$ cat src/rtl/fpa_pkg.sv
// fpa_pkg: shared types, opcodes and widths of the fixed-point alu
// no dependencies
package fpa_pkg;

   localparam int FRAC_BITS = 8;
   localparam int DW = 32;
   localparam int NW = DW + FRAC_BITS;   // width of the shifted dividend magnitude
   localparam int PW = 2 * DW;

   typedef enum logic [3:0] {
      OP_ADD     = 4'd0,
      OP_SUB     = 4'd1,
      OP_MUL     = 4'd2,
      OP_DIV     = 4'd3,
      OP_GT      = 4'd4,
      OP_LT      = 4'd5,
      OP_GE      = 4'd6,
      OP_LE      = 4'd7,
      OP_EQ      = 4'd8,
      OP_NE      = 4'd9,
      OP_MIN     = 4'd10,
      OP_MAX     = 4'd11,
      OP_INC     = 4'd12,
      OP_DEC     = 4'd13,
      OP_TOINT   = 4'd14,
      OP_FROMINT = 4'd15
   } op_type;

   localparam logic [1:0] ST_OK   = 2'd0;
   localparam logic [1:0] ST_OVF  = 2'd1;
   localparam logic [1:0] ST_DIV0 = 2'd2;

   localparam logic [DW-1:0] MAX_VAL = {1'b0, {(DW-1){1'b1}}};
   localparam logic [DW-1:0] MIN_VAL = {1'b1, {(DW-1){1'b0}}};

   // one request as it walks down the divider chain
   typedef struct packed {
      op_type          op;
      logic [DW-1:0]   value;
      logic            flag;
      logic [1:0]      status;
      logic [PW-1:0]   prod;
      logic [DW-1:0]   rem;
      logic [NW-1:0]   num;
      logic [DW-1:0]   den;
      logic [NW-1:0]   quo;
      logic            neg;
   } item_type;

   // after rounding, before saturation
   typedef struct packed {
      op_type          op;
      logic [DW-1:0]   value;
      logic            flag;
      logic [1:0]      status;
      logic [PW-1:0]   mag;
      logic            neg;
   } res_type;

endpackage

$ cat src/rtl/fpa_back.sv
// fpa_back: rounds mul and div results, then saturates them to 32 bits
// depends on fpa_pkg
module fpa_back (
   input  logic                     clock,
   input  logic                     reset,
   input  logic                     en,
   input  logic                     in_valid,
   input  fpa_pkg::item_type        in_item,
   output logic                     out_valid,
   output logic [fpa_pkg::DW-1:0]   out_value,
   output logic                     out_flag,
   output logic [1:0]               out_status
);

   localparam int DW = fpa_pkg::DW;
   localparam int NW = fpa_pkg::NW;
   localparam int PW = fpa_pkg::PW;
   localparam int F  = fpa_pkg::FRAC_BITS;
   localparam logic [PW-1:0] HALF = PW'(1) << (F - 1);

   logic                 rnd_valid_ff;
   fpa_pkg::res_type     rnd_ff;
   fpa_pkg::res_type     rnd_in;
   logic                 valid_ff;
   logic [DW-1:0]        value_ff;
   logic                 flag_ff;
   logic [1:0]           status_ff;
   logic [DW-1:0]        value_in;
   logic [1:0]           status_in;
   logic [PW-1:0]        pabs;
   logic                 up;
   logic [NW:0]          qr;

   always_comb begin
      pabs = in_item.prod[PW-1] ? PW'(-in_item.prod) : in_item.prod;
      // round half away from zero: remainder at least half the divisor
      up   = {in_item.rem, 1'b0} >= {1'b0, in_item.den};
      qr   = {1'b0, in_item.quo} + (NW+1)'(up);
      rnd_in        = '0;
      rnd_in.op     = in_item.op;
      rnd_in.value  = in_item.value;
      rnd_in.flag   = in_item.flag;
      rnd_in.status = in_item.status;
      if (in_item.op == fpa_pkg::OP_MUL) begin
         rnd_in.mag = (pabs + HALF) >> F;
         rnd_in.neg = in_item.prod[PW-1];
      end else begin
         rnd_in.mag = {{(PW-NW-1){1'b0}}, qr};
         rnd_in.neg = in_item.neg;
      end
   end

   always_comb begin
      value_in  = rnd_ff.value;
      status_in = rnd_ff.status;
      if (rnd_ff.op == fpa_pkg::OP_MUL ||
          (rnd_ff.op == fpa_pkg::OP_DIV && rnd_ff.status == fpa_pkg::ST_OK)) begin
         if (rnd_ff.neg) begin
            if (rnd_ff.mag > {{(PW-DW){1'b0}}, fpa_pkg::MIN_VAL}) begin
               status_in = fpa_pkg::ST_OVF;
               value_in  = fpa_pkg::MIN_VAL;
            end else begin
               value_in = DW'(-rnd_ff.mag);
            end
         end else begin
            if (rnd_ff.mag > {{(PW-DW){1'b0}}, fpa_pkg::MAX_VAL}) begin
               status_in = fpa_pkg::ST_OVF;
               value_in  = fpa_pkg::MAX_VAL;
            end else begin
               value_in = rnd_ff.mag[DW-1:0];
            end
         end
      end
   end

   always_ff @(posedge clock) begin
      if (reset) begin
         rnd_valid_ff <= 1'b0;
         valid_ff     <= 1'b0;
      end else if (en) begin
         rnd_valid_ff <= in_valid;
         valid_ff     <= rnd_valid_ff;
      end
      if (en) begin
         rnd_ff    <= rnd_in;
         value_ff  <= value_in;
         flag_ff   <= rnd_ff.flag;
         status_ff <= status_in;
      end
   end

   assign out_valid  = valid_ff;
   assign out_value  = value_ff;
   assign out_flag   = flag_ff;
   assign out_status = status_ff;

endmodule

$ cat config.mk
export PLATFORM = sky130hd
export DESIGN_NAME = fpa_back
export DESIGN_NICKNAME = d
export VERILOG_FILES = /design/src/rtl/fpa_pkg.sv /design/src/rtl/fpa_back.sv
export SDC_FILE = /design/constraint.sdc
export NUM_CORES = 1
export LEC_CHECK = 0
export ABC_CLOCK_PERIOD_IN_PS = 4650
export BUFFER_PORTS_ARGS = -buffer_cell sky130_fd_sc_hd__buf_2
export CAP_MARGIN = 20
export CORE_ASPECT_RATIO = 1.25
export CORE_MARGIN = 3
export CORE_UTILIZATION = 40
export DETAILED_ROUTE_END_ITERATION = 12
export SLEW_MARGIN = 10
export SYNTH_ARGS = -nofsm -noshare
export SYNTH_HDL_FRONTEND = slang
export SYNTH_SLANG_ARGS = --single-unit
$ cat constraint.sdc
create_clock -name clock -period 4.65 [get_ports clock]
set_input_delay 0.2325 -clock clock [delete_from_list [all_inputs] [get_ports clock]]
set_output_delay 0.2325 -clock clock [all_outputs]
set_load 0.005 [all_outputs]
==> Yosys cells after proc, flatten, opt, wreduce, memory -nomap -nowiden <==
Index checks and enable logic that the tools add are counted.
{ "totals": {"inputBits": 252, "out_inout_bits": 36, "wordCells": 35, "reg_bits": 133} }
{ "classes": {"add_sub_neg": 4, "n_reduce_logical": 3, "magnitude_cmp": 3, "n_mux": 10, "n_eq_ne": 3} }
{ "op_table": {"columns": ["op", "n"], "rows": [
  ["2-to-1 mux 32 bit", 4],
  ["adder 64 x 8 -> 64 bit, second input constant", 1],
  ["2-to-1 mux 64 bit", 1],
  ["negator 64 bit", 1],
  ["greater-than comparator 56 x 31 -> 1 bit, second input constant", 1],
  ["greater-than comparator 56 x 32 -> 1 bit, second input constant", 1],
  ["2-to-1 mux 42 bit", 1],
  ["adder 40 x 1 -> 41 bit", 1],
  [">= comparator 33 x 32 -> 1 bit", 1],
  ["negator 32 bit", 1],
  ["equality test 4 x 2 -> 1 bit, second input constant", 3],
  ["2-to-1 mux 2 bit", 4],
  ["logical NOT 2 bit", 1],
  ["logical AND 1 bit", 1],
  ["logical OR 1 bit", 1]
]} }

==> Longest topological paths before layout <==
{ "depth": {"ltp_word": 4, "depth_mapped": 23} }

==> Least setup slack after synthesis <==
Ideal clock, no wire load.
{ "synth_timing": {"path_type": "input -> register", "start": "in in_item[208] (netlist name)", "end": "reg rnd_ff[40] (netlist name) (data pin)", "path_buffers": 7, "arrival_ps": 3889, "path_stages": 16, "setup_ps": 270, "slack_ps": 491, "required_ps": 4380, "path_cell_list": "buf_2 > buf_1 > clkbuf_1 > clkbuf_1 > clkbuf_1 > clkbuf_1 > o21ai_0 > xnor2_1 > ha_1 > nand2_1 > nor4_2 > nand3_1 > clkbuf_1 > nor4_1 > xor2_1 > a21oi_1"} }
{ "synth_rtl": {"columns": ["item", "line_no", "source"], "rows": [
  ["start, declared", "fpa_back.sv:8", "input fpa_pkg::item_type in_item,"],
  ["end signal, assigned", "fpa_back.sv:85", "rnd_ff <= rnd_in;"],
  ["end, declared", "fpa_back.sv:22", "fpa_pkg::res_type rnd_ff;"]
]} }

==> reports/results.txt <==
IO Count -> 288
Final setup fails -> 0
Cts repair resizes -> 0
PortBufs -> 247
TritonCTS clock tree -> done
YS warnings -> 0
Top post-synthesis cells by count -> 131 x edfxtp_1, 119 x nand2_1, 111 x nor2_1, 69 x o21ai_0, 69 x xnor2_1
Final setup margin -> 570 ps
Vias in the first global route -> 8940
Clock power frac -> 37.7%
Mapped cell area -> 0.0102 mm2
Final Hold Vio Count -> 0
Power per Cell Area -> 264 mW/mm2
Flop pwr share -> 44.1%
Number of synthesized flops with an enable pin -> 131
Dpl cell area -> 0.0119 mm2
Slew HR -> 46.2%
Worst Setup Start Kind -> primary input
Starting density of the core -> 41.1%
Status -> finished, final reports clean
Clock latency on the worst-skew pair -> 410 ps
XOR/XNOR Fraction of Synth Area -> 11.4%
Cell taking the most area after synthesis -> edfxtp_1
P_sw -> 886 uW
Sequential cell area -> 0.00397 mm2
Clk buf depth -> 2
First-pass GRT wire length -> 45100 um
Root Buffer -> clkbuf_16
CTS Sinks -> 133
Largest net degree at the start of global routing -> 71
Worst setup EP type -> register
Cell variety after synth -> 72
Post-DP HPWL -> 22200 um
Postcts setup bufs -> 0
Via count -> 9403
Post-Syn Instances -> 1134
# fillers -> 2421
Required time worst endpoint -> 4900 ps
Synth Area in Compound Gates -> 14.5%
Gpl congestion -> 0.870
Mux cell area share after synthesis -> 0.294%
Post-route ant nets -> 0
Reg clk slew, reported paths -> 60 ps
Share of cells above drive strength 1 -> 24.4%
Maximum level of the CTS H-tree -> 4
Register area share after synthesis -> 38.9%
Layout area overhead -> 25.4%
Overflow after GRT -> 0
Worst min path class -> primary input to register
Most common cell in the netlist -> edfxtp_1
Actual slew at the worst max-slew pin -> 808 ps
Total track usage -> 20.4%
Power Total -> 3380 uW
Fin Setup TNS -> 0 ps
Period utilisation layout -> 87.7%
Initial DRC count -> 611
Post-synthesis adder-cell area fraction -> 4.41%
Largest family of logic cells by synthesized area -> simple AND/OR/NAND/NOR gates
Slew Limit Fails -> 0
Clk_skew -> 8.36 ps
Fin crit period -> 4080 ps
Wire per inst -> 16.1 um
Inserted Clock Buffers -> 17
Synth top area cells -> edfxtp_1 39%, xnor2_1 5.9%, xor2_1 5.5%, ha_1 4.4%, nand2_1 4.4%
Data arrival time of the critical path -> 4330 ps
Internal power -> 2490 uW
Final net count -> 1703
Total Wirelength -> 28400 um
Power share of the combinational group -> 18.2%
Area of the multi-input gates -> 0.00586 mm2
CP Class -> primary input to register
Iteration count of the initial detailed-routing pass -> 4
Crit Path Max Fanout -> 5
FP Rows -> 64
Final Instance Area -> 0.0128 mm2
Initial antenna violation count -> 6
Simple-Gate Fraction of Synth Area -> 26.7%
# Max-Cap Violations -> 0
Die H -> 185 um
Die X -> 149 um
Core area -> 0.0248 mm2
Synth top area share -> 38.5%
FFs w/ async S/R, synth -> 0%
Top_reg_cell synth -> edfxtp_1
Syn_nets -> 1422
Switching Share -> 26.2%
Die area -> 0.0275 mm2
Synthesized area per cell -> 9.00 um2
RSZ-0062 raised after global routing -> no
Vias/cell -> 5.34
Drt drc -> 0
#FFs+latches synth -> 133
Fmax achieved -> 245 MHz
Leakage -> 0.00492 uW
Place WS -> 124 ps
Peak supply drop -> 0.205 mV
## repair_timing
item                                    4_1_cts  5_1_grt
endpoints found under the setup margin        0        0
endpoints found under the hold margin        34        1
hold buffers                                 33        1
## placed cells by master, fill, tap and decap left out, types with 18 or more instances in the layout
master,count
dlygate4sd3_1,34
ha_1,36
inv_1,47
o41ai_1,19
xor2_1,64
nand3_1,47
xnor2_1,69
edfxtp_1,131
o21ai_0,69
nand2_1,119
nand4_1,23
nor2_1,111
a21oi_1,35
buf_2,246
nor4_1,21
or3_1,20
o31ai_1,18
buf_4,31
nor3_1,61
## area by class of cell
class / instances / area share (%)
timing repair buffer: 311 / 14.1
sequential: 133 / 31.1
tap: 330 / 3.23
multi-input combinational: 905 / 45.8
clock inverter: 14 / 1.06
clock buffer: 18 / 3.35
inverter: 47 / 1.38
antenna: 4 / 0.0782
## stage by stage
stage          utilization (%)  std cells  hold WS, ps
6_report                  51.6       1762         18.4
5_1_grt                   51.5       1761         7.02
4_1_cts                   51.5       1757         1.97
3_5_place_dp              47.9       1692          407
3_3_place_gp              47.9       1692          401
2_1_floorplan                -       1134          305
## layer usage
| metal | wire, um | global-route usage [%] |
|---|---|---|
| met3 | 1550 | 3.10 |
| met4 | 419 | 6.12 |
| met5 | 36 | 0 |
| met2 | 13700 | 34.5 |
| met1 | 12700 | 27.1 |
## final timing paths
path	startpoint	endpoint	slack (ps)	depth (start not counted)
worst max-delay path	in_item[42]	rnd_ff[40]	570	23
worst min-delay path	in_item[219]	rnd_ff[75]	20	1
worst max register to register	rnd_ff[1]	out_status[0]	640	11
worst min register to register	rnd_ff[67]	out_flag	420	0
## worst max-delay path: stages
cell and delay (ps):
buf_2 70, inv_1 30, ha_1 260, nor2b_1 110
o21ai_0 70, nand2b_1 70, a21oi_1 60, nor2b_1 90
o21ai_0 80, nand2b_1 70, a21oi_1 70, o311a_1 390
o311ai_0 530, ha_1 270, nand3_1 110, nor2_1 220
and2_1 270, nand3_1 190, or3_1 490, nor3_1 250
xor2_1 170, nor2_1 60, a21oi_1 150
## kinds of logic after synthesis
group	count (synthesis)
buffers and inverters	96
adders and majority gates	36
and+or+nand+nor	511
xor gates and xnor gates	133
DFF	133
muxes	3
AOI/OAI and AO/OA	222
## registers in the layout (all words and copies together) (netlist names)
signal,cells
rnd_ff,96
out_value,32
out_flag,1
out_status,2
rnd_valid_ff,1
out_valid,1
## power groups by stage
stage	logic (uW)	registers, uW	clock network, uW
5_1_grt	694	1500	1350
4_1_cts	617	1490	1300
3_5_place_dp	591	1510	0
6_report	615	1490	1270
2_1_floorplan	326	1500	0
3_3_place_gp	584	1510	0
No activity file was read; power rests on OpenSTA's default activity.
