`config.mk`:
```
export PLATFORM = sky130hd
export DESIGN_NAME = fpa_front
export DESIGN_NICKNAME = d
export VERILOG_FILES = /design/src/rtl/fpa_pkg.sv /design/src/rtl/fpa_front.sv
export SDC_FILE = /design/constraint.sdc
export NUM_CORES = 2
export LEC_CHECK = 0
export ABC_AREA = 1
export BUFFER_PORTS_ARGS = -buffer_cell sky130_fd_sc_hd__clkbuf_2
export CAP_MARGIN = 0
export CELL_PAD_IN_SITES_DETAIL_PLACEMENT = 1
export CELL_PAD_IN_SITES_GLOBAL_PLACEMENT = 2
export CORE_MARGIN = 2
export CORE_UTILIZATION = 39
export DETAILED_ROUTE_END_ITERATION = 10
export PLACE_DENSITY_LB_ADDON = 0.1
export SETUP_SLACK_MARGIN = 0.1
export SKIP_LAST_GASP = 1
export SLEW_MARGIN = 40
export SYNTH_ARGS = -nofsm -noshare
export SYNTH_HDL_FRONTEND = slang
export SYNTH_SLANG_ARGS = --single-unit
```
`constraint.sdc`:
```
create_clock -name clock -period 11.35 [get_ports clock]
set_clock_uncertainty 0.05 [all_clocks]
set_input_delay 1.135 -clock clock [delete_from_list [all_inputs] [get_ports clock]]
set_output_delay 1.135 -clock clock [all_outputs]
set_load 0.01 [all_outputs]
```
`src/rtl/fpa_pkg.sv`:
```
// fpa_pkg: shared types, opcodes and widths of the fixed-point alu
// no dependencies
package fpa_pkg;

   localparam int FRAC_BITS = 8;
   localparam int DW = 32;
   localparam int NW = DW + FRAC_BITS;   // width of the shifted dividend magnitude
   localparam int PW = 2 * DW;

   typedef enum logic [3:0] {
      OP_ADD     = 4'd0,
      OP_SUB     = 4'd1,
      OP_MUL     = 4'd2,
      OP_DIV     = 4'd3,
      OP_GT      = 4'd4,
      OP_LT      = 4'd5,
      OP_GE      = 4'd6,
      OP_LE      = 4'd7,
      OP_EQ      = 4'd8,
      OP_NE      = 4'd9,
      OP_MIN     = 4'd10,
      OP_MAX     = 4'd11,
      OP_INC     = 4'd12,
      OP_DEC     = 4'd13,
      OP_TOINT   = 4'd14,
      OP_FROMINT = 4'd15
   } op_type;

   localparam logic [1:0] ST_OK   = 2'd0;
   localparam logic [1:0] ST_OVF  = 2'd1;
   localparam logic [1:0] ST_DIV0 = 2'd2;

   localparam logic [DW-1:0] MAX_VAL = {1'b0, {(DW-1){1'b1}}};
   localparam logic [DW-1:0] MIN_VAL = {1'b1, {(DW-1){1'b0}}};

   // one request as it walks down the divider chain
   typedef struct packed {
      op_type          op;
      logic [DW-1:0]   value;
      logic            flag;
      logic [1:0]      status;
      logic [PW-1:0]   prod;
      logic [DW-1:0]   rem;
      logic [NW-1:0]   num;
      logic [DW-1:0]   den;
      logic [NW-1:0]   quo;
      logic            neg;
   } item_type;

   // after rounding, before saturation
   typedef struct packed {
      op_type          op;
      logic [DW-1:0]   value;
      logic            flag;
      logic [1:0]      status;
      logic [PW-1:0]   mag;
      logic            neg;
   } res_type;

endpackage

```
`src/rtl/fpa_front.sv`:
```
// fpa_front: first stage, finishes the simple ops and sets up mul and div
// depends on fpa_pkg
module fpa_front (
   input  logic                     clock,
   input  logic                     reset,
   input  logic                     en,
   input  logic                     in_valid,
   input  logic [3:0]               in_op,
   input  logic [fpa_pkg::DW-1:0]   in_a,
   input  logic [fpa_pkg::DW-1:0]   in_b,
   output logic                     out_valid,
   output fpa_pkg::item_type        out_item
);

   localparam int DW = fpa_pkg::DW;
   localparam int F  = fpa_pkg::FRAC_BITS;

   logic                 valid_ff;
   fpa_pkg::item_type    item_ff;
   fpa_pkg::item_type    item_in;
   fpa_pkg::op_type      op;
   logic [DW:0]          sum;
   logic [DW:0]          addend;
   logic                 lt;
   logic [DW-1:0]        abs_a;
   logic [DW-1:0]        abs_b;
   logic [F:0]           top;

   always_comb begin
      op     = fpa_pkg::op_type'(in_op);
      lt     = $signed(in_a) < $signed(in_b);
      abs_a  = in_a[DW-1] ? DW'(-in_a) : in_a;
      abs_b  = in_b[DW-1] ? DW'(-in_b) : in_b;
      top    = in_a[DW-1 -: F+1];
      unique case (op)
         fpa_pkg::OP_SUB: addend = ~{in_b[DW-1], in_b} + (DW+1)'(1);
         fpa_pkg::OP_INC: addend = (DW+1)'(1);
         fpa_pkg::OP_DEC: addend = '1;
         default:         addend = {in_b[DW-1], in_b};
      endcase
      sum = {in_a[DW-1], in_a} + addend;

      item_in        = '0;
      item_in.op     = op;
      item_in.prod   = fpa_pkg::PW'($signed(in_a) * $signed(in_b));
      item_in.num    = {abs_a, {F{1'b0}}};
      item_in.den    = abs_b;
      item_in.neg    = in_a[DW-1] ^ in_b[DW-1];
      item_in.status = fpa_pkg::ST_OK;
      unique case (op)
         fpa_pkg::OP_ADD, fpa_pkg::OP_SUB, fpa_pkg::OP_INC, fpa_pkg::OP_DEC: begin
            if (sum[DW] != sum[DW-1]) begin
               item_in.status = fpa_pkg::ST_OVF;
               item_in.value  = sum[DW] ? fpa_pkg::MIN_VAL : fpa_pkg::MAX_VAL;
            end else begin
               item_in.value = sum[DW-1:0];
            end
         end
         fpa_pkg::OP_MUL: item_in.value = '0;
         fpa_pkg::OP_DIV: begin
            if (in_b == '0) begin
               item_in.status = fpa_pkg::ST_DIV0;
               if (in_a[DW-1])      item_in.value = fpa_pkg::MIN_VAL;
               else if (in_a != '0) item_in.value = fpa_pkg::MAX_VAL;
               else                 item_in.value = '0;
            end
         end
         fpa_pkg::OP_GT:  item_in.flag = !lt && (in_a != in_b);
         fpa_pkg::OP_LT:  item_in.flag = lt;
         fpa_pkg::OP_GE:  item_in.flag = !lt;
         fpa_pkg::OP_LE:  item_in.flag = lt || (in_a == in_b);
         fpa_pkg::OP_EQ:  item_in.flag = in_a == in_b;
         fpa_pkg::OP_NE:  item_in.flag = in_a != in_b;
         fpa_pkg::OP_MIN: item_in.value = lt ? in_a : in_b;
         fpa_pkg::OP_MAX: item_in.value = (!lt && (in_a != in_b)) ? in_a : in_b;
         fpa_pkg::OP_TOINT: item_in.value = DW'($signed(in_a) >>> F);
         fpa_pkg::OP_FROMINT: begin
            // fits only if the bits shifted out all match the sign
            if (top != '0 && top != '1) begin
               item_in.status = fpa_pkg::ST_OVF;
               item_in.value  = in_a[DW-1] ? fpa_pkg::MIN_VAL : fpa_pkg::MAX_VAL;
            end else begin
               item_in.value = in_a << F;
            end
         end
         default: item_in.value = '0;
      endcase
   end

   always_ff @(posedge clock) begin
      if (reset) begin
         valid_ff <= 1'b0;
      end else if (en) begin
         valid_ff <= in_valid;
      end
      if (en) begin
         item_ff <= item_in;
      end
   end

   assign out_valid = valid_ff;
   assign out_item  = item_ff;

endmodule

```
---- Word level (Yosys, flattened, before mapping) ----
Cells that the tools add are included.
storage, ports and cells
  bits in registers ....................... 169
  input bits .............................. 72
  output and inout bits ................... 249
  word-level logic and storage cells ...... 64
operators by class
  add/subtract/negate cells ............... 4
  multipliers ............................. 1
  order comparisons ....................... 1
  eq/ne operators ......................... 18
  multiplexer cells ....................... 18
  bitwise operators ....................... 2
  reductions and logical operators ........ 9
operators with widths
  kind                     number
  $mux W32                 8
  $pmux W32 S6             1
  $pmux W33 S3             1
  $mux W31                 3
  $mul A32 B32 Y64         1
  $neg A32 Y32             2
  $add A33 B1 Y33 const B  1
  $add A33 B33 Y33         1
  $not A33 Y33             1
  $eq A32 B32 Y1           1
  $eq A4 B4 Y1 const B     8
  $logic_not A32 Y1        1
  $lt A32 B32 Y1           1
  $ne A32 B32 Y1           1
  $reduce_bool A32 Y1      1
  $eq A4 B3 Y1 const B     4
  $ne A9 B9 Y1 const B     1
  $reduce_bool A9 Y1       1
  $pmux W1 S6              1
  $pmux W2 S3              1
  $eq A4 B1 Y1 const B     1
  $eq A4 B2 Y1 const B     1
  $logic_not A4 Y1         1
  $reduce_or A4 Y1         1
  7 further kinds          9

---- Longest topological paths before layout ----
  word-level depth ........................ 7
  mapped depth ............................ 32
  gate-level depth less buffers ........... 30

---- Least setup slack after synthesis ----
No wires, ideal clock.
  path kind ............................... input-to-reg
  start point ............................. in in_a[31] (netlist bit)
  end point ............................... reg item_ff (netlist bit out_item[204]), data pin
  data arrival time ....................... 8.187 ns
  data required time ...................... 11.040 ns
  slack ................................... 2.853 ns
  cell stages on the path ................. 26
  path buffers ............................ 3
  cells stage by stage .................... buf_2 clkbuf_1 buf_1 nand2_1 inv_1 fa_1 inv_1 fa_1 inv_1 fa_1 fa_1 inv_1 fa_1 inv_1 fa_1 inv_1 fa_1 inv_1 fa_1 ha_1 a21oi_1 a21boi_0 o21ai_0 a221oi_1 nand2_1 xor2_1
RTL lines
  element               RTL line         text
  from (decl)           fpa_front.sv:9   input logic [fpa_pkg::DW-1:0] in_a,
  to (signal assigned)  fpa_front.sv:97  item_ff <= item_in;
  to (decl)             fpa_front.sv:19  fpa_pkg::item_type item_ff;

==> impl_metrics.ini <==
[floorplanning]
placementRows = 133
fp.dieW_um = 369
coreArea_mm2 = 0.132
die_y_um = 369
die_area_mm2 = 0.136
start_util_pct = 39.4
num_io_pins = 321

[final_layout]
drive_gt1_share_pct = 7.58
layout.area.seq_mm2 = 0.00506
layout.nets = 7985
multi_input_area_mm2 = 0.0384
area_growth_syn_to_layout_pct = 6.26
fillers = 16085

[worst_setup_path]
start_kind = primary input
crit_required_ns = 11.60
cp_slowest_cell = fa_1
path_buf_inv = 8
path_class = primary input to flip-flop
rr_endpoint = out_valid
r2r_cells = 2
critical_path.max_fanout = 34
cp_common_cell = fa_1
reg2reg_from = out_valid
critPathTopFamily = adder cells
worstPathArrival_ns = 9.31
startpoint = in_a[31]
cp-end-kind = flip-flop
max_stage_delay_ns = 0.80
r2r_slack_ns = 10.71

[detailed_routing]
drc = 0
viasPerCell = 5.11
num_vias = 42551
drtAntennaViolNets = 0
avgRoutedWirePerCell_um = 24.7
drtIter0Drc = 2644
wirelength_um = 206000
drtPass1Iterations = 5

[sta]
setup_tns_ns = 0
fin_crit_sh_pct = 79.8
finalMaxSlewViolations = 0
setup_viol = 0
worstMarginPinSlew_ns = 0.914
slew_headroom_pct = 39.1
hold_viol = 0
grt_setup_unrepaired = false
max_freq_mhz = 110
min_period_ns = 9.05

[placed_design]
hpwlAfterDp_um = 167000
gp_congestion = 0.981
portBuffers = 240

[synth]
synthFlopType = edfxtp_1
synthesis.area_mm2 = 0.0519
yosys_warnings = 0
synth_cells = 6505
synth_top_area_share_pct = 41.8
synth_edf_count = 168
async_flop_share_pct = 0
yosysUniqueCellTypes = 57
synth_seq_area_share_pct = 9.77
synth_commonest_cells = inv_1, nand2_1, fa_1, nor2_1, ha_1
synth_seq_cells = 169
synth_top_cell_by_area = fa_1
synth_area_leaders = fa_1, inv_1, nand2_1
avgSynthCellArea_um2 = 7.97
yosys.cell_count.top_type = inv_1

[worst_hold_path]
worstHoldStart = out_valid
holdPathEnd = out_valid
hold_depth = 2
hold_path_class = flip-flop to flip-flop

[flow_run]
max_cap_violations = 0

[grt]
grt_usage_pct = 30.7
grt.overflow.total = 0
grt_start_max_net_pins = 115
grt_pass1_wl_um = 304000
grt_antenna_before_repair = 8
grt_pass1_vias = 46289

[cts]
cts_buffers = 17
hold_buffers = 0
cts.path.max_buffers = 2
ctsResizeCount = 0
cts_sinks = 169
root_buffer = clkbuf_16
clkLatencyLatePin_ns = 0.56
cts_setup_buffers = 0
clkTransAtPathRegs_ns = 0.10
cts_max_level = 4
cts_tree = built

[run_status]
status = finished clean
-- worst max path at each step --
stage	end	slack [ns]	cells past startpoint
2_1_floorplan	out_item[204]	2.85	26
3_3_place_gp	out_item[203]	1.72	23
3_5_place_dp	out_item[203]	1.63	25
4_1_cts	out_item[203]	2.23	25
5_1_grt	out_item[203]	1.76	25
6_report	out_item[203]	2.30	25
-- tightest hold or removal path, stage by stage (launching register included) --
cell and delay (ns):
dfxtp_1 0.34, mux2i_1 0.06, nor2_1 0.08
-- cells by family (layout without fill, tap and decap cells) --
kind of cell    count (synthesis)  after routing  share of synthesized area (%)
fa+ha+maj                    1365           1365                           48.6
simple gates                 2226           2226                           17.8
compound gates                420            420                           4.60
xor+xnor                      136            136                           2.30
other cells                     1             84                        0.00723
buf+inv                      2187           2164                           16.9
mux                             1              1                         0.0193
flops                         169            169                           9.77
-- per-stage QoR --
stage | area (um^2) | setup slack, ns | util, % | cells | hold slack (ns)
6_report | 55100 | 2.30 | 41.8 | 8320 | 0.464
5_1_grt | 55100 | 1.76 | 41.8 | 8318 | 0.511
4_1_cts | 55100 | 2.23 | 41.8 | 8315 | 0.470
3_5_place_dp | 54400 | 1.63 | 41.3 | 8283 | 0.444
3_3_place_gp | 54300 | 1.72 | 41.2 | 8279 | 0.421
2_1_floorplan | 52200 | 2.85 | - | 6584 | 0.478
-- cell usage in the layout, fill, tap and decap left out, drive strengths merged --
master   instances
dfxtp            1
o21a            16
a31oi           14
o211ai           6
buf            102
a211oi           1
clkbuf         251
a21o            17
and2             1
o2111ai          2
fa            1083
or2              6
ha             282
and3             4
nor3            30
xnor2           45
nor4             3
o21ai          138
a22oi           19
o21bai          21
clkinv          20
edfxtp         168
a31o             2
a221oi           6
nor2           308
nand4           70
nand3          254
conb            80
nand3b           5
a21boi           7
mux2i            1
a21oi          169
nor3b            1
o22ai            1
nand2         1543
or3b             1
diode            4
xor2            91
inv           1791
o31ai            1
-- routing by layer --
layer,GRT usage [%],part of all wire [%],vias to the layer above
li1,-,-,18770
met1,39.1,41,22335
met2,53.8,51,1130
met3,2.71,4.2,316
met4,12.0,4.3,0
met5,0,0,-
-- sequential cells by signal, indices dropped and copies added (netlist names) --
register	count
out_item	168
out_valid	1
-- area by class of cell --
type / instances / area share, %
flip-flops and latches: 169 / 9.19
diodes: 4 / 0.0182
clock inverters: 15 / 0.379
well taps: 1755 / 3.98
repair buffers: 336 / 3.74
clock buffers: 17 / 0.772
inverters: 1796 / 12.3
multi-input cells: 4228 / 69.7
Power is left out: the tool's default activity adds up to more than one toggle a clock period on the data nets, which glitch-free logic cannot reach.
