==> config.mk <==
export PLATFORM = sky130hd
export DESIGN_NAME = fpa_cell
export DESIGN_NICKNAME = d
export VERILOG_FILES = /design/src/rtl/fpa_pkg.sv /design/src/rtl/fpa_cell.sv
export SDC_FILE = /design/constraint.sdc
export NUM_CORES = 1
export LEC_CHECK = 0
export BUFFER_PORTS_ARGS = -buffer_cell sky130_fd_sc_hd__buf_4
export CAP_MARGIN = 40
export CORE_AREA = 3 3 196 198
export DETAILED_ROUTE_END_ITERATION = 10
export DIE_AREA = 0 0 199 201
export PLACE_DENSITY_LB_ADDON = 0.08
export SLEW_MARGIN = 20
export SYNTH_ARGS = -nofsm -noshare
export SYNTH_HDL_FRONTEND = slang
export SYNTH_SLANG_ARGS = --single-unit
==> constraint.sdc <==
create_clock -name clock -period 4.9 [get_ports clock]
set_clock_uncertainty 0.05 [all_clocks]
set_input_delay 0.49 -clock clock [delete_from_list [all_inputs] [get_ports clock]]
set_output_delay 0.49 -clock clock [all_outputs]
set_load 0.005 [all_outputs]
==> src/rtl/fpa_pkg.sv <==
// fpa_pkg: shared types, opcodes and widths of the fixed-point alu
// no dependencies
package fpa_pkg;

   localparam int FRAC_BITS = 8;
   localparam int DW = 32;
   localparam int NW = DW + FRAC_BITS;   // width of the shifted dividend magnitude
   localparam int PW = 2 * DW;

   typedef enum logic [3:0] {
      OP_ADD     = 4'd0,
      OP_SUB     = 4'd1,
      OP_MUL     = 4'd2,
      OP_DIV     = 4'd3,
      OP_GT      = 4'd4,
      OP_LT      = 4'd5,
      OP_GE      = 4'd6,
      OP_LE      = 4'd7,
      OP_EQ      = 4'd8,
      OP_NE      = 4'd9,
      OP_MIN     = 4'd10,
      OP_MAX     = 4'd11,
      OP_INC     = 4'd12,
      OP_DEC     = 4'd13,
      OP_TOINT   = 4'd14,
      OP_FROMINT = 4'd15
   } op_type;

   localparam logic [1:0] ST_OK   = 2'd0;
   localparam logic [1:0] ST_OVF  = 2'd1;
   localparam logic [1:0] ST_DIV0 = 2'd2;

   localparam logic [DW-1:0] MAX_VAL = {1'b0, {(DW-1){1'b1}}};
   localparam logic [DW-1:0] MIN_VAL = {1'b1, {(DW-1){1'b0}}};

   // one request as it walks down the divider chain
   typedef struct packed {
      op_type          op;
      logic [DW-1:0]   value;
      logic            flag;
      logic [1:0]      status;
      logic [PW-1:0]   prod;
      logic [DW-1:0]   rem;
      logic [NW-1:0]   num;
      logic [DW-1:0]   den;
      logic [NW-1:0]   quo;
      logic            neg;
   } item_type;

   // after rounding, before saturation
   typedef struct packed {
      op_type          op;
      logic [DW-1:0]   value;
      logic            flag;
      logic [1:0]      status;
      logic [PW-1:0]   mag;
      logic            neg;
   } res_type;

endpackage

==> src/rtl/fpa_cell.sv <==
// fpa_cell: one restoring-division step, passes the rest of the request along
// depends on fpa_pkg
module fpa_cell (
   input  logic                 clock,
   input  logic                 reset,
   input  logic                 en,
   input  logic                 in_valid,
   input  fpa_pkg::item_type    in_item,
   output logic                 out_valid,
   output fpa_pkg::item_type    out_item
);

   localparam int DW = fpa_pkg::DW;
   localparam int NW = fpa_pkg::NW;

   logic                 valid_ff;
   fpa_pkg::item_type    item_ff;
   fpa_pkg::item_type    item_in;
   logic [DW-1:0]        shifted;
   logic                 ge;

   always_comb begin
      // remainder stays below the divisor, so the shifted value fits
      shifted      = {in_item.rem[DW-2:0], in_item.num[NW-1]};
      ge           = shifted >= in_item.den;
      item_in      = in_item;
      item_in.rem  = ge ? shifted - in_item.den : shifted;
      item_in.num  = {in_item.num[NW-2:0], 1'b0};
      item_in.quo  = {in_item.quo[NW-2:0], ge};
   end

   always_ff @(posedge clock) begin
      if (reset) begin
         valid_ff <= 1'b0;
      end else if (en) begin
         valid_ff <= in_valid;
      end
      if (en) begin
         item_ff <= item_in;
      end
   end

   assign out_valid = valid_ff;
   assign out_item  = item_ff;

endmodule

# [Word level (Yosys, flattened, before mapping)]
# Index checks and enable logic that the tools add are counted.
[op_classes] n_lt_le_gt_ge=1 mul=0 addsub=1 n_bitwise=0 n_reduce_logical=0 n_shift=0 div=0 n_eq_ne=0 n_mux=1
[op_table] operator="$ge A32 B32 Y1" n=1
[op_table] operator="$mux W32" n=1
[op_table] operator="$sub A32 B32 Y32" n=1
[totals] rom_bits=0 mem_count=0 output_inout_bits=249 in_bits=252 latch_bits=0 register_bits=248 wordCells=14 mem_bits_rw=0

# [Longest topological paths before layout]
# Gate-level depths: netlist (run 1).
[depth] ltp_word=2 ltp_mapped=12 mapped_depth_nobuf=11

# [Worst setup path before layout (run 1)]
# OpenSTA, ideal clock, no wires.
[synth_timing] path_kind="in2reg" startpoint="input port in_item[112] (netlist name)" endpoint="register item_ff, in the netlist out_item[116], data pin" stages=11 setup_ps=260 n_path_buf=1 required_time_ps=4590 arrival_time_ps=2517 setup_slack_ps=2072 path_cell_list="inv_1 ha_1 fa_1 nor2b_1 o31a_1 o211ai_4 a311oi_2 nor2_4 inv_4 buf_8 mux2_4"
[synth_lines] element="from (decl)" line_no="fpa_cell.sv:8" text="input fpa_pkg::item_type in_item,"
[synth_lines] element="to (signal assigned)" line_no="fpa_cell.sv:39" text="item_ff <= item_in;"
[synth_lines] element="to (decl)" line_no="fpa_cell.sv:17" text="fpa_pkg::item_type item_ff;"

==> flow_metrics.tcl, run 1 <==
set metrics [dict create \
    finalWirelength_um 35900 \
    dr.first_iter.drc_count 311 \
    syn-num-nets 916 \
    overflow 0 \
    yosysSeqAreaShare_pct 75.1 \
    fin_crit_ns 2.92 \
    clockBufferDepth 3 \
    finalSetupViolations 0 \
    ant_nets 0 \
    crit_start "in_item[43]" \
    die-area_mm2 0.0400 \
    synth_area_leader_cell "edfxtp_1" \
    row_count 70 \
    fillers 3507 \
    fp.dieW_um 199 \
    p_per_area_mw_per_mm2 365 \
    synth-xor-area-share_pct 1.68 \
    grt_antenna_before_repair 8 \
    synth_cells 631 \
    tightest_slew_ns 0.961 \
    die_y_um 201 \
    max-cap-violations 0 \
    grt_max_degree 119 \
    layout.nets 1432 \
    viasPerCell 4.40 \
    grt_usage_pct 16.9 \
    crit_arrival_ns 3.25 \
    combPwrFrac_pct 16.2 \
    vias 7213 \
    cts_sinks 248 \
    gp_congestion 0.780 \
    post-cts-setup-buffers 0 \
    clk_latency_ns 0.54 \
    synthFlopType "edfxtp_1" \
    design.core.area_mm2 0.0367 \
    route.detailed.drc 0 \
    grt_pass1_wl_um 50000 \
    worstReg2RegStart "out_valid" \
    yosys.area_share.adder_pct 4.25 \
    path_clk_slew_ns 0.06 \
    hp-class "in2reg" \
    dpl_cell_area_mm2 0.0142 \
    slew_violations 0 \
    p_int_mw 4.19 \
    post_cts_resized 0 \
    hold_viol_final 0 \
    power.switching_mw 1.31 \
    final_common_cell "buf_4" \
    path_max_fanout 24 \
    period_share_pct 59.6 \
    wl_per_cell_um 21.9 \
    drive_gt1_share_pct 47.5 \
    io_buffers 497 \
    ctsHoldBuffers 0 \
    initial_core_util_pct 27.0 \
    p_leak_nw 6.41 \
    synth.distinct_cells 64 \
    final_core_util_pct 41.0 \
    firstDrtPassIters 4 \
    worstSetupEndpointType "flip-flop" \
    min-delay-start "reset" \
    yosys_warnings 0 \
    dp_slack_ns 1.33 \
    ir_drop_mv 0.213 \
    fin_tns_setup_ns 0 \
    cp-start-kind "input pin" \
    fin_area_mm2 0.0151 \
    synth-seq-cells 248 \
    cts_buffers 28 \
    synth_compound_area_share_pct 9.45 \
    synth_edf_count 247 \
    cts_tree "yes" \
    switching_share_pct 23.8 \
    htree_levels 1 \
    relSlewSlack_pct 35.9 \
    status "finished clean" \
    cts_root_buffer "clkbuf_16" \
    synth_top_family_by_area "compound AO/OA/AOI/OAI gates" \
    async_flop_share_pct 0 \
    seqPwrFrac_pct 47.3 \
    dpl.hpwl_um 28700 \
    cp_data_required_time_ns 5.23 \
    ioPinCount 501 \
    rsz0062_at_grt "false" \
    seq_area_mm2 0.00744 \
    fin_ws_ns 1.98 \
    syn2layout_area_growth_pct 52.0 \
    synth_mux_area_share_pct 0.556 \
    postSynthAreaPerCell_um2 15.7 \
    max_freq_mhz 342 \
    multiInputGateArea_mm2 0.00218 \
    layout_common_cells "buf_4 (499), edfxtp_1 (247), inv_1 (49)" \
    crit_type "in2reg" \
    syn_area_mm2 0.00990 \
    synthTopCellsByArea "edfxtp_1 (75%), ha_1 (4.0%), inv_1 (1.9%)" \
    clockPowerShare_pct 36.6 \
    synth_top_area_share_pct 74.9 \
    synth-simple-area-share_pct 6.05 \
    first_global_vias 7352 \
]
==> metal layers <==
layer  routed length, um  vias up  global-route usage [%]
li1                    -     3433                       -
met1               12300     3431                    17.0
met2               18700      271                    31.3
met3                3600       66                    6.97
met4                1130       12                    5.80
met5                  89        -                       0
==> cell usage after synthesis (all sizes together), types with 4 or more instances <==
| cell | number |
|---|---|
| edfxtp | 247 |
| inv | 50 |
| nand2 | 43 |
| o21ai | 35 |
| a21oi | 34 |
| ha | 32 |
| nor2 | 32 |
| xnor2 | 13 |
| buf | 11 |
| a21o | 10 |
| nand3 | 10 |
| nor3 | 9 |
| a211oi | 8 |
| nand4 | 7 |
| o21bai | 7 |
| o211ai | 6 |
| o21a | 6 |
| xor2 | 6 |
| nor2b | 5 |
| and4 | 4 |
| clkbuf | 4 |
| o31ai | 4 |
==> flip-flops by register name (all words and copies together), names as in the netlist <==
register   count
out_item     247
out_valid      1
==> logic make-up after synthesis <==
family	Yosys count
DFF	248
AOI/OAI and AO/OA	137
and+or+nand+nor	124
buffers and inverters	65
adders and majority gates	33
xor gates and xnor gates	19
muxes	4
other	1
==> critical path, cell delays in order <==
cell	delay, ns
buf_4	0.08
inv_1	0.04
ha_1	0.36
nor2b_1	0.17
o31a_1	0.33
o211ai_4	0.32
a311oi_2	0.19
nor2_4	0.53
inv_4	0.26
and4_1	0.26
nor3_1	0.20
==> area by class of cell <==
cell class                 count  area share, %
timing repair buffer         501           25.1
clock inverter                17          0.839
tap                          468           3.89
inverter                      50           1.26
clock buffer                  35           4.97
sequential                   248           49.4
antenna                        2         0.0332
multi-input combinational    318           14.5
==> worst paths after layout <==
kind              endpoint  slack, ns  cells past startpoint
max          out_item[143]       1.98                     11
min reg2reg      out_valid       0.45                      2
min              out_valid       0.05                      2
max reg2reg      out_valid       4.27                      2
==> power by group through the flow <==
stage / clock network [mW] / logic [mW] / registers, mW
after global placement: 0 / 0.907 / 2.64
after global routing: 2.17 / 0.968 / 2.62
final: 2.01 / 0.889 / 2.60
after detailed placement: 0 / 0.908 / 2.64
after floorplan: 0 / 0.271 / 2.67
after CTS: 2.09 / 0.910 / 2.60
==> through the flow <==
step / hold slack [ns] / std cells / power [mW]
finish: 0.0474 / 1639 / 5.50
global route: 0.0110 / 1639 / 5.76
CTS: 0.0126 / 1637 / 5.60
detailed placement: 0.448 / 1585 / 3.55
global placement: 0.432 / 1585 / 3.55
floorplan: 0.435 / 631 / 2.94
No activity file was read; power rests on OpenSTA's default activity.
==> run 2: changes to the inputs <==
Settings changed: ABC_AREA from default to 1, CORE_AREA 3 3 196 198 to 3 3 194 196, DIE_AREA 0 0 199 201 to 0 0 197 199.
Clock period 4.9 ns to 3.05 ns, I/O delays scaled along.
==> run 2 against run 1 <==
Largest power group unchanged; die area fell by 2.0%; combinational power rose by 100%; routed wire length rose by 11%; worst setup slack got worse by 1.5 ns; critical path depth rose by 5; clock power rose by 74%; hold slack improved by 0.078 ns.
==> flow_metrics.tcl, run 2 <==
set metrics [dict create \
    path_clk_slew_ns 0.06 \
    synth_area_leader_cell "edfxtp_1" \
    die-area_mm2 0.0392 \
    fp.dieW_um 197 \
    cts_buffers 28 \
    row_count 70 \
    period_share_pct 83.6 \
    synth_top_area_share_pct 70.4 \
    ir_drop_mv 0.393 \
    crit_type "in2reg" \
    finalWirelength_um 40000 \
    rsz0062_at_grt "false" \
    async_flop_share_pct 0 \
    relSlewSlack_pct 50.1 \
    syn-num-nets 1201 \
    synth_cells 916 \
    crit_start "in_item[41]" \
    cp-start-kind "input pin" \
    viasPerCell 4.21 \
    ctsHoldBuffers 246 \
    layout.nets 1975 \
    synthFlopType "edfxtp_1" \
    fin_tns_setup_ns 0 \
    status "finished clean" \
    reg2reg_slack_ns 1.84 \
    cts_tree "yes" \
    ant_nets 0 \
    p_leak_nw 8.57 \
    crit_arrival_ns 2.79 \
    largest_reg_flops 247 \
    drive_gt1_share_pct 32.8 \
    dp_cells 1882 \
    grt_pass1_wl_um 57000 \
    yosys_warnings 0 \
    first_global_vias 9253 \
    post_cts_resized 0 \
    worstReg2RegStart "out_valid" \
    design.core.area_mm2 0.0363 \
    worstSetupEndpointType "flip-flop" \
    syn2layout_area_growth_pct 73.9 \
    hold_viol_final 0 \
    grt_antenna_before_repair 8 \
    r2r_end "out_valid" \
    crit_end "out_item[134]" \
    synth_edf_count 247 \
    dpl.hpwl_um 30700 \
    cts_sinks 248 \
    p_per_area_mw_per_mm2 518 \
    finalSetupViolations 0 \
    synthTopCellsByArea "edfxtp_1 (70%), nand2_1 (11%), inv_1 (5.7%)" \
    grt_usage_pct 19.3 \
    grt_max_degree 86 \
    slew_violations 0 \
    initial_core_util_pct 29.1 \
    wl_per_cell_um 18.3 \
    synth.distinct_cells 29 \
    route.detailed.drc 0 \
    clk_latency_ns 0.54 \
    max-cap-violations 0 \
    post-cts-setup-buffers 0 \
    die_y_um 199 \
    postSynthAreaPerCell_um2 11.5 \
    synth-seq-cells 248 \
    final_common_cell "buf_4" \
    yosysSeqAreaShare_pct 70.6 \
    max_freq_mhz 392 \
    gp_congestion 0.892 \
    whs_ns 0.125 \
    io_buffers 497 \
    worstRegToRegCells 3 \
    dp_slack_ns 0.468 \
    synth_most_common_cell "nand2_1" \
    final_cells 2183 \
    synth_commonest_cells "nand2_1 (310), edfxtp_1 (247), inv_1 (160), nand3_1 (44), nor2_1 (43)" \
    fin_ws_ns 0.500 \
    firstDrtPassIters 5 \
    ioPinCount 501 \
    htree_levels 1 \
    vias 9181 \
    layout_common_cells "buf_4 (501), nand2_1 (310), edfxtp_1 (247)" \
    syn_area_mm2 0.0105 \
    overflow 0 \
    cts_root_buffer "clkbuf_16" \
    path_max_fanout 30 \
    tightest_slew_ns 0.749 \
    cp_data_required_time_ns 3.29 \
    hp-class "in2reg" \
    clockBufferDepth 3 \
    dr.first_iter.drc_count 330 \
    fin_crit_ns 2.55 \
]
-- run 2: cell count changes after synthesis, moves of 8 or more --
cell | previous run | this run
nand3_1 | 10 | 44
nor2_1 | 31 | 43
a21o_1 | 10 | 0
xor2_1 | 6 | 14
o21ai_0 | 33 | 3
a21oi_1 | 33 | 17
inv_1 | 49 | 160
xnor2_1 | 13 | 0
nand2_1 | 43 | 310
-- run 2: how the worst min path moves through the flow --
stage	from	endpoint	slack [ns]	cells past startpoint
after global placement	out_valid	out_valid	0.43	2
after floorplan	reset	out_valid	0.33	1
after detailed placement	reset	out_valid	0.43	2
after global routing	in_item[112]	out_item[113]	0.14	3
after CTS	in_item[113]	out_item[114]	0.1	3
final	in_item[113]	out_item[114]	0.13	3
-- run 2: report_power, final --
part | internal, mW | switching (mW) | total [mW]
registers | 4.10 | 0.0810 | 4.18
clock network | 2.15 | 1.36 | 3.50
logic | 0.949 | 0.851 | 1.80
total | 7.19 | 2.29 | 9.48
-- run 2: kinds of logic (layout without fill, tap and decap cells) --
kind of cell,count (synthesis),in the layout,share of synthesized area (%)
XOR/XNOR,14,14,1.16
multiplexers,1,1,0.0950
buffers and inverters,170,965,6.45
AND/OR/NAND/NOR,424,424,16.4
flip-flops,248,248,70.6
AO/OA/AOI/OAI,25,25,1.32
adder cells (fa/ha/maj),33,33,3.99
other,1,5,0.0356
-- run 2: critical path, stage by stage --
cell           delay [ns]
dlygate4sd3_1        0.54
buf_4                0.14
ha_1                 0.21
fa_1                 0.37
inv_1                0.13
nand2_1              0.09
nand2_1              0.08
nand3_1              0.08
nand2_2              0.11
nand2_1              0.07
nand3_1              0.07
nand2_1              0.08
nand2_4              0.08
inv_2                0.23
nand2_1              0.13
nand2_1              0.06
-- run 2: per-layer routing --
layer	up-vias	routed length [um]	global-route usage, %
met5	-	58	0
met4	10	1490	7.18
met3	75	2620	4.79
met2	302	20400	34.2
met1	4249	15400	22.6
li1	4545	-	-
-- run 2: stage by stage --
step	total power [mW]	utilization (%)	area (um^2)
6_report	9.48	50.5	18300
5_1_grt	9.93	50.5	18300
4_1_cts	9.65	50.5	18300
3_5_place_dp	5.80	41.1	14900
3_3_place_gp	5.78	41.1	14900
2_1_floorplan	4.77	-	10500
-- run 2: area by class of cell --
class | count | area [um^2]
Tap cell | 468 | 586
Multi-Input combinational cell | 498 | 2420
Clock buffer | 32 | 737
Inverter | 163 | 612
Antenna cell | 4 | 10.0
Clock inverter | 19 | 220
Timing Repair Buffer | 751 | 6300
Fill cell | 3300 | 17900
Sequential cell | 248 | 7440
